===== src/design/b64d_pkg.sv =====
// Shared types, constants and the character classifier of the base64 decoder.
// Used by the front and back stages, the top level and the testbench.
package b64d_pkg;

  localparam int unsigned QDepth = 2;

  localparam logic [2:0] RES_EMPTY = 3'd0;
  localparam logic [2:0] RES_SIX   = 3'd6;
  localparam logic [2:0] RES_FOUR  = 3'd4;
  localparam logic [2:0] RES_TWO   = 3'd2;

  localparam logic [7:0] CHAR_PAD   = 8'h3D;
  localparam logic [7:0] CHAR_PLUS  = 8'h2B;
  localparam logic [7:0] CHAR_SLASH = 8'h2F;
  localparam logic [7:0] CHAR_DASH  = 8'h2D;
  localparam logic [7:0] CHAR_UNDER = 8'h5F;

  localparam logic [1:0] CNT_SAT = 2'd3;

  typedef struct packed {
    logic       hit;
    logic [5:0] value;
  } sextet_t;

  typedef struct packed {
    logic [5:0] sextet;
    logic       is_pad;
    logic       is_bad;
    logic       last;
    logic       url;
  } class_item_t;

  typedef struct packed {
    logic valid;
    logic pop;
  } queue_ctl_t;

  function automatic sextet_t sextet_of(input logic [7:0] c, input logic url);
    sextet_t s;
    s.hit   = 1'b1;
    s.value = 6'd0;
    if (c >= 8'h41 && c <= 8'h5A) begin
      s.value = 6'(c - 8'h41);
    end else if (c >= 8'h61 && c <= 8'h7A) begin
      s.value = 6'(c - 8'h61 + 8'd26);
    end else if (c >= 8'h30 && c <= 8'h39) begin
      s.value = 6'(c - 8'h30 + 8'd52);
    end else if (c == CHAR_PLUS || (url && c == CHAR_DASH)) begin
      s.value = 6'd62;
    end else if (c == CHAR_SLASH || (url && c == CHAR_UNDER)) begin
      s.value = 6'd63;
    end else begin
      s.hit = 1'b0;
    end
    return s;
  endfunction

endpackage


===== src/design/b64d_if.sv =====
// Valid/ready channel interfaces for the base64 decoder.
// Character input channel and decoded result channel; no dependencies.
interface b64d_in_if;
  logic       valid;
  logic       ready;
  logic [7:0] char_code;
  logic       last_char;

  modport source (output valid, output char_code, output last_char, input ready);
  modport sink (input valid, input char_code, input last_char, output ready);
endinterface

interface b64d_out_if;
  logic       valid;
  logic       ready;
  logic [7:0] data_byte;
  logic       byte_valid;
  logic       message_end;
  logic       bad_input;

  modport source (output valid, output data_byte, output byte_valid,
                  output message_end, output bad_input, input ready);
  modport sink (input valid, input data_byte, input byte_valid,
                input message_end, input bad_input, output ready);
endinterface


===== src/design/b64d_front.sv =====
// Front stage: alphabet register, character classification and a two-entry queue.
// Depends on b64d_pkg and b64d_in_if.
module b64d_front (
  input  logic                 clk,
  input  logic                 rst_n,
  input  logic                 cfg_we,
  input  logic                 cfg_wdata,
  b64d_in_if.sink              in_ch,
  input  logic                 q_pop,
  output logic                 q_valid,
  output b64d_pkg::class_item_t q_item
);
  import b64d_pkg::*;

  logic        url_r, url_nxt;
  class_item_t mem_r [QDepth];
  logic        wr_ptr_r, wr_ptr_nxt;
  logic        rd_ptr_r, rd_ptr_nxt;
  logic [1:0]  count_r, count_nxt;
  logic        push;
  class_item_t item_in;
  sextet_t     sx;

  assign in_ch.ready = (count_r != 2'(QDepth));
  assign push        = in_ch.valid && in_ch.ready;
  assign q_valid     = (count_r != 2'd0);
  assign q_item      = mem_r[rd_ptr_r];

  always_comb begin
    sx             = sextet_of(in_ch.char_code, url_r);
    item_in.sextet = sx.value;
    item_in.is_pad = (in_ch.char_code == CHAR_PAD);
    item_in.is_bad = !sx.hit && (in_ch.char_code != CHAR_PAD);
    item_in.last   = in_ch.last_char;
    item_in.url    = url_r;
  end

  always_comb begin
    url_nxt    = cfg_we ? cfg_wdata : url_r;
    wr_ptr_nxt = push ? !wr_ptr_r : wr_ptr_r;
    rd_ptr_nxt = q_pop ? !rd_ptr_r : rd_ptr_r;
    count_nxt  = 2'(count_r + {1'b0, push} - {1'b0, q_pop});
  end

  always_ff @(posedge clk) begin
    if (!rst_n) begin
      url_r    <= 1'b0;
      wr_ptr_r <= 1'b0;
      rd_ptr_r <= 1'b0;
      count_r  <= 2'd0;
    end else begin
      url_r    <= url_nxt;
      wr_ptr_r <= wr_ptr_nxt;
      rd_ptr_r <= rd_ptr_nxt;
      count_r  <= count_nxt;
    end
  end

  always_ff @(posedge clk) begin
    if (push) begin
      mem_r[wr_ptr_r] <= item_in;
    end
  end

endmodule


===== src/design/b64d_back.sv =====
// Back stage: message state, residue assembly and the result register.
// Depends on b64d_pkg and b64d_out_if.
module b64d_back (
  input  logic                  clk,
  input  logic                  rst_n,
  input  logic                  q_valid,
  input  b64d_pkg::class_item_t q_item,
  output b64d_pkg::queue_ctl_t  q_ctl,
  b64d_out_if.source            out_ch
);
  import b64d_pkg::*;

  logic [5:0] res_bits_r, res_bits_nxt;
  logic [2:0] res_cnt_r, res_cnt_nxt;
  logic [1:0] len_r, len_nxt;
  logic [1:0] pad_r, pad_nxt;
  logic [1:0] cap_r, cap_nxt;
  logic       err_r, err_nxt;
  logic       out_valid_r, out_valid_nxt;
  logic [7:0] data_r, data_nxt;
  logic       bvalid_r, bvalid_nxt;
  logic       mend_r, mend_nxt;
  logic       bad_r, bad_nxt;
  logic       pop;

  assign pop         = q_valid && (!out_valid_r || out_ch.ready);
  assign q_ctl.valid = q_valid;
  assign q_ctl.pop   = pop;

  assign out_ch.valid       = out_valid_r;
  assign out_ch.data_byte   = data_r;
  assign out_ch.byte_valid  = bvalid_r;
  assign out_ch.message_end = mend_r;
  assign out_ch.bad_input   = bad_r;

  always_comb begin
    logic       err1;
    logic       err2;
    logic       have_byte;
    logic       bad;
    logic [7:0] byte_v;
    logic [5:0] v;
    v            = q_item.sextet;
    have_byte    = 1'b0;
    byte_v       = 8'd0;
    res_bits_nxt = res_bits_r;
    res_cnt_nxt  = res_cnt_r;
    pad_nxt      = pad_r;
    cap_nxt      = cap_r;
    len_nxt      = 2'(len_r + 2'd1);
    err1         = err_r || (pad_r != 2'd0 && cap_r != 2'd0);
    if (q_item.is_pad) begin
      err2 = err1 || q_item.url;
      if (pad_r != 2'd0 && cap_r != CNT_SAT) begin
        cap_nxt = 2'(cap_r + 2'd1);
      end
      if (pad_r != CNT_SAT) begin
        pad_nxt = 2'(pad_r + 2'd1);
      end
    end else begin
      err2 = err1 || (pad_r != 2'd0) || q_item.is_bad;
      if (pad_r != 2'd0 && cap_r != CNT_SAT) begin
        cap_nxt = 2'(cap_r + 2'd1);
      end
      if (!err2) begin
        unique case (res_cnt_r)
          RES_SIX: begin
            byte_v       = {res_bits_r, v[5:4]};
            res_bits_nxt = {2'b00, v[3:0]};
            res_cnt_nxt  = RES_FOUR;
            have_byte    = 1'b1;
          end
          RES_FOUR: begin
            byte_v       = {res_bits_r[3:0], v[5:2]};
            res_bits_nxt = {4'b0000, v[1:0]};
            res_cnt_nxt  = RES_TWO;
            have_byte    = 1'b1;
          end
          RES_TWO: begin
            byte_v       = {res_bits_r[1:0], v};
            res_bits_nxt = 6'd0;
            res_cnt_nxt  = RES_EMPTY;
            have_byte    = 1'b1;
          end
          default: begin
            res_bits_nxt = v;
            res_cnt_nxt  = RES_SIX;
          end
        endcase
      end
    end
    err_nxt = err2;
    bad     = err2 || (!q_item.url && len_nxt != 2'd0);

    out_valid_nxt = out_valid_r && !out_ch.ready;
    data_nxt      = data_r;
    bvalid_nxt    = bvalid_r;
    mend_nxt      = mend_r;
    bad_nxt       = bad_r;

    if (!pop) begin
      res_bits_nxt = res_bits_r;
      res_cnt_nxt  = res_cnt_r;
      len_nxt      = len_r;
      pad_nxt      = pad_r;
      cap_nxt      = cap_r;
      err_nxt      = err_r;
    end else if (q_item.last) begin
      out_valid_nxt = 1'b1;
      bvalid_nxt    = have_byte && !bad;
      data_nxt      = (have_byte && !bad) ? byte_v : 8'd0;
      mend_nxt      = 1'b1;
      bad_nxt       = bad;
      res_bits_nxt  = 6'd0;
      res_cnt_nxt   = RES_EMPTY;
      len_nxt       = 2'd0;
      pad_nxt       = 2'd0;
      cap_nxt       = 2'd0;
      err_nxt       = 1'b0;
    end else if (have_byte) begin
      out_valid_nxt = 1'b1;
      bvalid_nxt    = 1'b1;
      data_nxt      = byte_v;
      mend_nxt      = 1'b0;
      bad_nxt       = 1'b0;
    end
  end

  always_ff @(posedge clk) begin
    if (!rst_n) begin
      res_bits_r  <= 6'd0;
      res_cnt_r   <= RES_EMPTY;
      len_r       <= 2'd0;
      pad_r       <= 2'd0;
      cap_r       <= 2'd0;
      err_r       <= 1'b0;
      out_valid_r <= 1'b0;
    end else begin
      res_bits_r  <= res_bits_nxt;
      res_cnt_r   <= res_cnt_nxt;
      len_r       <= len_nxt;
      pad_r       <= pad_nxt;
      cap_r       <= cap_nxt;
      err_r       <= err_nxt;
      out_valid_r <= out_valid_nxt;
    end
  end

  always_ff @(posedge clk) begin
    data_r   <= data_nxt;
    bvalid_r <= bvalid_nxt;
    mend_r   <= mend_nxt;
    bad_r    <= bad_nxt;
  end

endmodule


===== src/design/base64_decoder.sv =====
// Streaming base64 decoder, standard or URL-safe alphabet, one character per transaction.
// Path: an accepted character is written into the front-stage queue, then popped into the
// result register once it is empty or being taken; two queued characters stall the input.
// Throughput: one character per cycle while out_ch.ready does not stall the result register.
// Reset: synchronous active-low rst_n selects the standard alphabet, clears message state,
// and empties the queue and the result register. Depends on b64d_pkg, b64d_if, front, back.
module base64_decoder (
  input  logic       clk,
  input  logic       rst_n,
  input  logic       cfg_we,
  input  logic       cfg_wdata,
  b64d_in_if.sink    in_ch,
  b64d_out_if.source out_ch
);
  import b64d_pkg::*;

  logic        q_valid;
  class_item_t q_item;
  queue_ctl_t  q_ctl;

  b64d_front u_front (
    .clk       (clk),
    .rst_n     (rst_n),
    .cfg_we    (cfg_we),
    .cfg_wdata (cfg_wdata),
    .in_ch     (in_ch),
    .q_pop     (q_ctl.pop),
    .q_valid   (q_valid),
    .q_item    (q_item)
  );

  b64d_back u_back (
    .clk     (clk),
    .rst_n   (rst_n),
    .q_valid (q_valid),
    .q_item  (q_item),
    .q_ctl   (q_ctl),
    .out_ch  (out_ch)
  );

  a_pop_needs_item: assert property (@(posedge clk) disable iff (!rst_n)
    q_ctl.pop |-> q_ctl.valid)
    else $error("Queue popped while empty.");

  a_mid_result_is_byte: assert property (@(posedge clk) disable iff (!rst_n)
    out_ch.valid && !out_ch.message_end |-> out_ch.byte_valid && !out_ch.bad_input)
    else $error("Result without message end carries no byte.");

  a_bad_has_no_byte: assert property (@(posedge clk) disable iff (!rst_n)
    out_ch.valid && out_ch.bad_input |-> !out_ch.byte_valid && out_ch.message_end)
    else $error("Bad message result carries a byte.");

endmodule


===== src/flat_wrapper.sv =====
// flat-port wrapper written by rule: the top's interface ports become plain ports
module base64_decoder_flat import b64d_pkg::*;
  (clk, rst_n, cfg_we, cfg_wdata, in_ch_valid, in_ch_char_code, in_ch_last_char, in_ch_ready, out_ch_valid, out_ch_data_byte, out_ch_byte_valid, out_ch_message_end, out_ch_bad_input, out_ch_ready);
  b64d_in_if in_ch_i ();
  b64d_out_if out_ch_i ();
  input  logic clk;
  input  logic rst_n;
  input  logic cfg_we;
  input  logic cfg_wdata;
  input wire logic [$bits(in_ch_i.valid)-1:0] in_ch_valid;
  input wire logic [$bits(in_ch_i.char_code)-1:0] in_ch_char_code;
  input wire logic [$bits(in_ch_i.last_char)-1:0] in_ch_last_char;
  output wire logic [$bits(in_ch_i.ready)-1:0] in_ch_ready;
  output wire logic [$bits(out_ch_i.valid)-1:0] out_ch_valid;
  output wire logic [$bits(out_ch_i.data_byte)-1:0] out_ch_data_byte;
  output wire logic [$bits(out_ch_i.byte_valid)-1:0] out_ch_byte_valid;
  output wire logic [$bits(out_ch_i.message_end)-1:0] out_ch_message_end;
  output wire logic [$bits(out_ch_i.bad_input)-1:0] out_ch_bad_input;
  input wire logic [$bits(out_ch_i.ready)-1:0] out_ch_ready;
  assign in_ch_i.valid = in_ch_valid;
  assign in_ch_i.char_code = in_ch_char_code;
  assign in_ch_i.last_char = in_ch_last_char;
  assign in_ch_ready = in_ch_i.ready;
  assign out_ch_valid = out_ch_i.valid;
  assign out_ch_data_byte = out_ch_i.data_byte;
  assign out_ch_byte_valid = out_ch_i.byte_valid;
  assign out_ch_message_end = out_ch_i.message_end;
  assign out_ch_bad_input = out_ch_i.bad_input;
  assign out_ch_i.ready = out_ch_ready;
  base64_decoder u_core (.clk(clk), .rst_n(rst_n), .cfg_we(cfg_we), .cfg_wdata(cfg_wdata), .in_ch(in_ch_i), .out_ch(out_ch_i));
endmodule

===== config.mk =====
export PLATFORM = sky130hd
export DESIGN_NAME = base64_decoder_flat
export DESIGN_NICKNAME = d
export VERILOG_FILES = /design/src/design/b64d_pkg.sv /design/src/design/b64d_if.sv /design/src/design/b64d_front.sv /design/src/design/b64d_back.sv /design/src/design/base64_decoder.sv /design/src/flat_wrapper.sv
export SDC_FILE = /design/constraint.sdc
export NUM_CORES = 1
export LEC_CHECK = 0
export BUFFER_PORTS_ARGS = -buffer_cell sky130_fd_sc_hd__buf_2
export CAP_MARGIN = 30
export CORE_MARGIN = 4
export CORE_UTILIZATION = 25
export CTS_BUF_LIST = sky130_fd_sc_hd__clkbuf_8
export DETAILED_ROUTE_END_ITERATION = 10
export PLACE_DENSITY = 0.42
export SLEW_MARGIN = 40
export SYNTH_ARGS = -nofsm -noshare
export SYNTH_HDL_FRONTEND = slang
export SYNTH_SLANG_ARGS = --single-unit

===== constraint.sdc =====
create_clock -name clk -period 3.9 [get_ports clk]
set_clock_uncertainty 0.05 [all_clocks]
set_input_delay 0.39 -clock clk [delete_from_list [all_inputs] [get_ports clk]]
set_output_delay 0.39 -clock clk [all_outputs]
set_load 0.01 [all_outputs]

==> impl_metrics.csv <==
group,metric,value,unit
sta,finalWorstSetupSlack,1.36,ns
synthesis,synth_top_area_share,31.2,%
power_and_ir_drop,combPwrFrac,32.6,%
power_and_ir_drop,ir_worst_vdd,134,uV
power_and_ir_drop,power_switching,0.000540,W
global_routing,grt_usage,9.45,%
synthesis,synth_cell_type_count,63,
run_status,status,"complete, no violations",
synthesis,synthFlopType,"edfxtp_1",
cells_and_area,final_cell_mix,"edfxtp_1 (31), buf_2 (27), dfxtp_1 (22)",
cells_and_area,diodes,0,
hold_path,worstHoldEndpoint,"u_core.u_front.mem_r[0][1]",
placement,routabilityCongestion,0.828,
synthesis,synthCells,275,
sta,drv_slew,0,
critical_path,r2r-end,"u_core.u_back.out_ch.message_end",
detailed_routing,drc,0,
hold_path,min_path_cells,1,
global_routing,grt_pass1_wl,10.3,mm
detailed_routing,antenna_left,0,
sta,tightest_slew,0.698,ns
critical_path,endpoint_kind,"flip-flop",
detailed_routing,wl,6.13,mm
critical_path,setup.worst_path.class,"reg2reg",
detailed_routing,drtIter0Drc,185,
sta,setup_viol,0,
cells_and_area,nets,331,
critical_path,path_max_fanout,12,
cells_and_area,syn_to_final_growth,10.7,%
hold_path,hp-class,"in2reg",
cells_and_area,final_common_cell,"edfxtp_1",
critical_path,cp.required,3.79,ns
hold_path,worstHoldStart,"in_ch_last_char",
sta,hold_viol,0,
synthesis,netlist_top_cells_area,"edfxtp_1 (31%), dfxtp_1 (15%), ha_1 (8.4%), xnor2_1 (3.2%), a222oi_1 (2.7%)",
power_and_ir_drop,clock_power_share,19.4,%
synthesis,syn_area,2990,um^2
clock_tree,clk-insertion-delay-late,0.31,ns
global_routing,grt_start_max_net_pins,23,
placement,pre_cts_ws,1.34,ns
detailed_routing,vias,2036,
detailed_routing,wl_per_cell,13.9,um
die,num_rows,39,
synthesis,synth_seq_cells,53,
sta,slew-limit-headroom,53.4,%
cells_and_area,num-fill-cells,1207,
global_routing,antenna_found_initial,0,
sta,fmaxAchievable,394,MHz
critical_path,startpoint_type,"flip-flop",
power_and_ir_drop,internal-power,0.00103,W
sta,fin_crit,2.54,ns
synthesis,synth_top_cell_by_area,"edfxtp_1",
clock_tree,path_clk_slew,0.10,ns
critical_path,reg2reg_depth,4,
cells_and_area,layout-drive-gt1-share,19.9,%
clock_tree,cts_tree,"built",
detailed_routing,drt_pass1_iterations,5,
critical_path,slowest_stage,"dfxtp_1",
sta,rsz0062_at_grt,"false",
clock_tree,cts_buffers,5,
power_and_ir_drop,leakage,1.22,nW
critical_path,worstPathCellList,"mux2i_1 > nand4b_4 > a21o_1 > a21oi_2",
die,die_w,117,um
placement,dp_hpwl,4.71,mm
clock_tree,cts_hold_buffers,0,
critical_path,crit_arrival,2.43,ns
synthesis,synthArstFlopShare,0,%
clock_tree,post_cts_buffers,0,
synthesis,synth_nets,310,
sta,tns,0,ns
global_routing,grt_overflow_total,0,
clock_tree,clk_path_buf_depth,2,
power_and_ir_drop,p_per_area,476,nW/um^2
power_and_ir_drop,power_frac_seq,48.0,%
clock_tree,cts.sink_count,53,
cells_and_area,multi_input_area,1470,um^2
synthesis,syn_area_per_cell,10.9,um^2
synthesis,synth_edf_count,31,
synthesis,seq_area_frac_synth,45.9,%
flow_run,cap_violations,0,
detailed_routing,viasPerCell,4.63,
clock_tree,htreeDepth,2,
die,initial_core_util,25.8,%
cells_and_area,instances_no_fill,440,
die,core_area,11600,um^2
power_and_ir_drop,swShare,34.3,%
placement,dp.cells,432,
critical_path,ff2ff_setup_slack,1.36,ns
die,pin_count,28,
clock_tree,root_buffer,"clkbuf_8",
clock_tree,cts-resized-gates,0,
sta,period_share,65.1,%
global_routing,grt_pass1_vias,2031,
die,dieHeight,117,um
placement,io_buffers,27,
synthesis,yosysWarningCount,0,
die,dieArea,13800,um^2
cells_and_area,seq_area,1370,um^2
critical_path,cp_slowest_stage_delay,0.68,ns
[worst max-delay path by stage]
stage / depth (start not counted) / to / slack, ns
global placement: 4 / u_core.u_back.out_ch.data_byte[1] / 1.41
CTS: 4 / u_core.u_back.out_ch.data_byte[1] / 1.32
finish: 4 / u_core.u_back.out_ch.message_end / 1.36
floorplan: 8 / u_core.u_front.mem_r[0][6] / 1.80
detailed placement: 4 / u_core.u_back.out_ch.data_byte[1] / 1.34
global route: 4 / u_core.u_back.out_ch.data_byte[7] / 1.20
[power groups by stage]
stage	sequential [W]	clock [W]	combinational, W
final	0.000755	0.000305	0.000514
after global routing	0.000769	0.000338	0.000584
after CTS	0.000758	0.000319	0.000523
after detailed placement	0.000770	0	0.000520
after global placement	0.000770	0	0.000520
after floorplan	0.000761	0	0.000395
[per-stage QoR]
stage	hold slack (ns)	area [um^2]	total power (W)	utilization (%)
finish	0.223	3310	0.00157	28.6
global route	0.214	3310	0.00169	28.6
CTS	0.219	3310	0.00160	28.6
detailed placement	0.400	3220	0.00129	27.8
global placement	0.405	3220	0.00129	27.8
floorplan	0.380	2990	0.00116	-
[synthesized netlist by cell type (3+ instances only)]
library cell and number:
edfxtp_1 31, dfxtp_1 22, ha_1 20, nor2_1 20, nand2_1 16, inv_1 14, and2_1 11, xnor2_1 11
nor2b_1 9, a222oi_1 8, a21oi_1 6, mux2_2 6, nor3_1 5, o21ai_0 5, a21boi_1 4, a22oi_1 4
buf_6 4, clkbuf_1 4, mux2i_1 4, nand3_1 4, o21a_1 4, a21oi_2 3, buf_2 3, nand2b_1 3
nand4_1 3, o21ai_1 3, o22ai_1 3
[area by class of cell]
class                   count  area share (%)
clock buffers               5            2.08
clock inverters             3           0.530
inverters                  17            1.93
multi-input cells         192            44.5
flip-flops and latches     53            41.5
well taps                 143            5.41
repair buffers             27            4.09
[flip-flops by register name, indices dropped and copies added, names as in the netlist, named ones only]
register,flops
u_core.u_front.mem_r,20
u_core.u_back.out_ch.data_byte,8
u_core.u_front.count_r,2
u_core.u_back.pad_r,2
u_core.u_back.err_r,1
u_core.u_back.res_cnt_r,2
u_core.u_back.cap_r,2
u_core.u_back.out_ch.valid,1
u_core.u_back.out_ch.bad_input,1
u_core.u_front.wr_ptr_r,1
u_core.u_back.len_r,2
u_core.u_back.out_ch.message_end,1
u_core.u_back.out_ch.byte_valid,1
u_core.u_front.rd_ptr_r,1
u_core.u_back.res_bits_r,6
u_core.u_front.url_r,1
[cells by family after synthesis]
| kind of cell | synth area share [%] |
|---|---|
| xor+xnor | 3.81 |
| fa+ha+maj | 8.38 |
| flops | 45.9 |
| mux | 5.20 |
| buf+inv | 4.90 |
| compound gates | 15.6 |
| simple gates | 16.2 |
[layer usage]
| layer | track usage (%) | share of wire (%) |
|---|---|---|
| met2 | 15.6 | 45 |
| met4 | 2.68 | 1.5 |
| met3 | 1.70 | 4.0 |
| met1 | 12.7 | 49 |
| met5 | 0 | 0 |
[worst max-delay path, delay by kind of cell (launching register included)]
kind	cells	cell delay [ns]
simple gates	1	0.19
mux	1	0.40
flops	1	0.68
compound gates	2	0.85
Power figures use the tool's default switching activity.
